==> src/rtl/assert_macros.svh <==
// Assertion macros for the RTL, included by the sorter top level.
`ifndef ASSERT_MACROS_SVH
`define ASSERT_MACROS_SVH

// Immediate-cycle implication, checked outside reset.
`define CHECK_NOW(label, clk, rst, ante, cons) \
   label: assert property (@(posedge clk) disable iff (rst) (ante) |-> (cons)) \
      else $error("assertion failed: same-cycle check");

// Next-cycle implication, checked outside reset.
`define CHECK_NEXT(label, clk, rst, ante, cons) \
   label: assert property (@(posedge clk) disable iff (rst) (ante) |=> (cons)) \
      else $error("assertion failed: next-cycle check");

`endif

==> src/rtl/sis_pkg.sv <==
// Package for the stable insertion sorter: payload, control and state types.
package sis_pkg;

   // Input transaction payload
   typedef struct packed {
      logic [15:0] key_time;
      logic [7:0]  tag;
      logic        final_item;
   } req_type;

   // Result transaction payload
   typedef struct packed {
      logic [7:0]  out_tag;
      logic [15:0] out_time;
      logic        end_of_run;
      logic        overflowed;
   } rsp_type;

   // Per-cell control, driven by the top level
   typedef struct packed {
      logic ins_en;      // a record is being inserted this cycle
      logic drain_step;  // the chain shifts toward cell 0
      logic occupied;    // this cell holds a stored record
      logic at_fill;     // this cell is the first empty one
   } cell_ctrl_type;

   typedef enum logic {
      ST_FILL,
      ST_DRAIN
   } state_type;

endpackage

==> src/rtl/sis_cell.sv <==
// One compare-and-shift cell of the sorting chain.
module sis_cell #(
   parameter int KEY_WIDTH = 16
) (
   input  logic                  clock,
   input  sis_pkg::cell_ctrl_type ctrl,
   input  logic                  gt_prev,
   input  logic [KEY_WIDTH-1:0]  prev_key,
   input  logic [7:0]            prev_tag,
   input  logic [KEY_WIDTH-1:0]  next_key,
   input  logic [7:0]            next_tag,
   input  logic [KEY_WIDTH-1:0]  new_key,
   input  logic [7:0]            new_tag,
   output logic [KEY_WIDTH-1:0]  key,
   output logic [7:0]            tag,
   output logic                  gt
);
   import sis_pkg::*;

   logic [KEY_WIDTH-1:0] key_ff, key_in;
   logic [7:0]           tag_ff, tag_in;

   // Strictly greater keeps equal keys ahead of the new record
   assign gt = ctrl.occupied && (key_ff > new_key);

   // Shift up from the lower neighbor, take the new record, or shift down
   always_comb begin
      key_in = key_ff;
      tag_in = tag_ff;
      if (ctrl.ins_en) begin
         if (gt_prev) begin
            key_in = prev_key;
            tag_in = prev_tag;
         end else if (gt || ctrl.at_fill) begin
            key_in = new_key;
            tag_in = new_tag;
         end
      end else if (ctrl.drain_step) begin
         key_in = next_key;
         tag_in = next_tag;
      end
   end

   always_ff @(posedge clock) begin
      key_ff <= key_in;
      tag_ff <= tag_in;
   end

   assign key = key_ff;
   assign tag = tag_ff;

endmodule

==> config.mk <==
export PLATFORM = sky130hd
export DESIGN_NAME = sis_cell
export DESIGN_NICKNAME = d
export VERILOG_FILES = /design/src/rtl/assert_macros.svh /design/src/rtl/sis_pkg.sv /design/src/rtl/sis_cell.sv
export SDC_FILE = /design/constraint.sdc
export NUM_CORES = 1
export LEC_CHECK = 0
export ABC_AREA = 1
export BUFFER_PORTS_ARGS = -buffer_cell sky130_fd_sc_hd__buf_4
export CORE_MARGIN = 1.5
export CORE_UTILIZATION = 39
export CTS_CLUSTER_SIZE = 16
export DETAILED_ROUTE_END_ITERATION = 8
export PLACE_DENSITY = 0.77
export SYNTH_ARGS = -nofsm -noshare
export SYNTH_HDL_FRONTEND = slang
export SYNTH_SLANG_ARGS = --single-unit
==> constraint.sdc <==
create_clock -name clock -period 2.26 [get_ports clock]
set_input_delay 0.339 -clock clock [delete_from_list [all_inputs] [get_ports clock]]
set_output_delay 0.339 -clock clock [all_outputs]
set_load 0.05 [all_outputs]
# After elaboration in Yosys (flattened, before gate mapping)
# Cells that the tools add are included.
dict set report word_totals {
  ff_bits 24
  out_inout_bits 25
  wordCells 16
}
dict set report op_classes {
  magnitude_cmp 1
  n_eq_ne 1
  mux 8
  reduce_logical 4
}
# cell count
set ops {}
lappend ops {{16-bit 2-to-1 mux} 4}
lappend ops {{8-bit 2-to-1 mux} 4}
lappend ops {{16-bit greater-than comparator} 1}
lappend ops {{3-bit by 1-bit != test with 1-bit output (second input constant)} 1}
lappend ops {{2-bit AND reduction} 1}
lappend ops {{2-bit nonzero test} 1}
lappend ops {{1-bit logical AND} 1}
lappend ops {{1-bit logical OR} 1}

# Longest topological paths before layout
dict set report logic_depth {
  depth_word 6
  mapped_depth 13
  mapped_depth_nobuf 13
}

# Worst setup path after synthesis
# No wires, ideal clock.
dict set report synth_timing {
  path_type {register to register}
  startpoint {reg key_ff[15], in the netlist key[15]}
  endpoint {reg key_ff[0], in the netlist key[0], enable pin}
  setup_ps 389
  t_arrival_ps 2168
  required_ps 1871
  setup_slack_ps -297
  path_stages_with_launch 10
  period_less_slack_ps 2557
  cell_sequence {edfxtp_1 ha_1 nand2_1 nor2_2 nand2_1 clkinv_1 nand2_1 nand2_1 nand2_2 a21oi_2}
}
dict set report synth_between {
  elab_chain_cells 5
}
# item line
set synth_rtl {}
lappend synth_rtl {{start, declared} sis_cell.sv:20} ;# logic [KEY_WIDTH-1:0] key_ff, key_in;
lappend synth_rtl {{start signal, assigned} sis_cell.sv:45} ;# key_ff <= key_in;
lappend synth_rtl {{16-bit greater-than comparator} sis_cell.sv:24} ;# assign gt = ctrl.occupied && (key_ff > new_key);
lappend synth_rtl {{1-bit logical AND} sis_cell.sv:24}
lappend synth_rtl {{1-bit logical OR} sis_cell.sv:34} ;# end else if (gt || ctrl.at_fill) begin
lappend synth_rtl {{3-bit by 1-bit != test with 1-bit output (no source line)} --}
lappend synth_rtl {{2-bit AND reduction (no source line)} --}
# Every way passes these cells.
# A chain may end at the register's enable or synchronous reset.

# Final worst setup path
dict set report layout_timing {
  startpoint {reg key_ff[7], in the netlist key[7]}
  endpoint {out gt}
}
dict set report layout_between {
  elab_chain_cells 2
}
# item line
set layout_rtl {}
lappend layout_rtl {{16-bit greater-than comparator} sis_cell.sv:24}
lappend layout_rtl {{1-bit logical AND} sis_cell.sv:24}
lappend layout_rtl {{end, declared} sis_cell.sv:16} ;# output logic gt
# Every way passes these cells.

==> impl_results.md <==
* Status: finished clean
* WP data arrival at 1.86 ns
* Area of the multi-input gates at 818 sq um
* DP Wirelength at 3.70 mm
* Largest net degree at the start of global routing at 27
* Die height at 68.4 um
* Tightest Hold Check Type: in2reg
* Critical path peak fanout at 2
* Vias post-DR at 1,778
* Fillers at 372
* Clk_skew at 0.00113 ns
* Cell Area, Placed at 2480 sq um
* Leakage at 0.00127 uW
* Setup slack after layout at 0.0612 ns
* Design Area, Final at 2540 sq um
* Drt pass-1 iters at 4
* Max frequency at 0.455 GHz
* Final Hold Viols at 0
* Library cells used by synthesis at 22
* Via/cell ratio at 4.97
* Initial antenna violation count at 0
* RePlAce Congestion at 0.826
* Seq/Total Area, Yosys at 0.431
* Mapped Cells at 207
* CP startpoint kind: register
* Total of max-cap violations at 0
* Share of layout cells above drive strength 1 at 0.373
* Synth Register Bits at 24
* Cell area after synthesis at 1670 sq um
* Final setup fails at 0
* Global-route wire length before repair at 7.53 mm
* Slew margin rel. at 0.694
* Vias in the first global route at 1,702
* Period utilization at 0.973
* Remaining Overflow, GRT at 0
* CP endpoint kind: primary output
* Port Buf Inserts at 102
* RSZ-0062 raised after global routing: false
* DP Worst Slack at 0.306 ns
* Maximum vdd drop at 248 uV
* Fin crit period at 2.20 ns
* Clock transition at path regs at 0.08 ns
* Post-route ant nets at 0
* Fin. max-slew vios at 0
* CTS tree: yes
* CTS Sinks at 24
* WL per Instance at 13.8 um
* Hold Worst Slack at 0.347 ns
* Total CTS buffers at 3
* Worst skew pair latency at 0.27 ns
* Ports at 103
* Post-route core utilization at 0.626
* Total power at 1390 uW
* Initial core utilization at 0.412
* Commonest non-fill, non-tap cell in the layout: buf_4
* Ant diodes at 0
* Storage cell area at 721 sq um
* Most frequent cells in the layout: buf_4, nand2_1, nor2_1, o21ai_0, edfxtp_1
* Average size of a mapped cell at 8.07 sq um
* Synth-to-layout area growth at 52.1%
* Hold_buf cts at 0
* Final nets at 404
* CORE AREA at 4060 sq um
* Clock buffer depth at 2
* CTS root buffer: clkbuf_8
* Kind of critical path: reg2out
* # DRC at 0
* Total Wirelength at 4.93 mm
* Synth warn at 0
* Initial DRC Count at 111
* Die area at 4680 sq um
* Req. time, crit path at 1.92 ns
* Placement row count at 23
* Die width at 68.4 um
* Least-Margin Pin Slew at 0.459 ns
* P per Cell Area at 545 nW/um^2
* GRT Overall Usage at 0.216
* Net Count, Synth at 301
* H-tree depth at 1
* R2r setup slk at 0.38 ns
-- cell usage after synthesis, drive strengths merged --
library cell	instances	area share
a21o	1	0.0045
a21oi	7	0.023
buf	7	0.034
clkbuf	1	0.0030
clkinv	1	0.0022
edfxtp	24	0.43
ha	16	0.12
inv	23	0.052
nand2	44	0.10
nand3	1	0.0030
nand4	1	0.0037
nor2	30	0.069
nor3	1	0.0030
o21a	1	0.0045
o21ai	49	0.15
-- path summary, 6_finish.rpt --
check,from,end,depth (start not counted)
setup reg to reg,key[7],key[9],10
hold / removal,next_key[14],key[14],3
setup / recovery,key[7],gt,8
hold reg to reg,key[15],key[10],8
-- routing by layer --
metal,up-vias,track usage,wire (um)
li1,895,-,-
met1,804,0.284,2040
met2,74,0.375,2560
met3,5,0.0164,269
met4,0,0.0675,61
met5,-,0,0
-- repair_timing --
action                     4_1_cts  5_1_grt
gates resized for setup          0        1
buffers inserted                 0        1
setup endpoints to repair        0        1
-- cell type report --
type                    instances  area share
flip-flops and latches         24       0.284
multi-input cells             151       0.322
inverters                      24      0.0355
clock buffers                   3      0.0162
well taps                      50      0.0246
repair buffers                106       0.318
-- worst max-delay path, stage by stage (launching register included) --
cell	delay, ns
edfxtp_1	0.41
ha_1	0.31
nand2_1	0.07
nor2_1	0.16
nand4_1	0.12
o21a_1	0.20
nand2_2	0.09
inv_1	0.05
buf_4	0.18
-- flip-flops by register name, indices dropped and copies added, names as in the netlist --
register  flops
key          16
tag           8
-- cell families after synthesis --
| group | Yosys count | share of synthesized area |
|---|---|---|
| simple gates | 77 | 0.179 |
| compound gates | 58 | 0.179 |
| buf+inv | 32 | 0.0906 |
| flops | 24 | 0.431 |
| fa+ha+maj | 16 | 0.120 |
-- power breakdown --
group / leakage [uW] / internal (uW) / total (uW) / switching [uW]
Sequential: 0.000244 / 548 / 570 / 22.1
Combinational: 0.00101 / 222 / 558 / 336
Clock: 0.0000216 / 119 / 257 / 138
Total: 0.00127 / 890 / 1390 / 496
-- per-stage QoR --
| step | setup TNS (ns) | instances |
|---|---|---|
| finish | 0 | 358 |
| global route | 0 | 358 |
| CTS | 0 | 357 |
| detailed placement | 0 | 354 |
| global placement | 0 | 354 |
| floorplan | -0.417 | 207 |
Note: power is estimated with default switching activity, not from simulation.
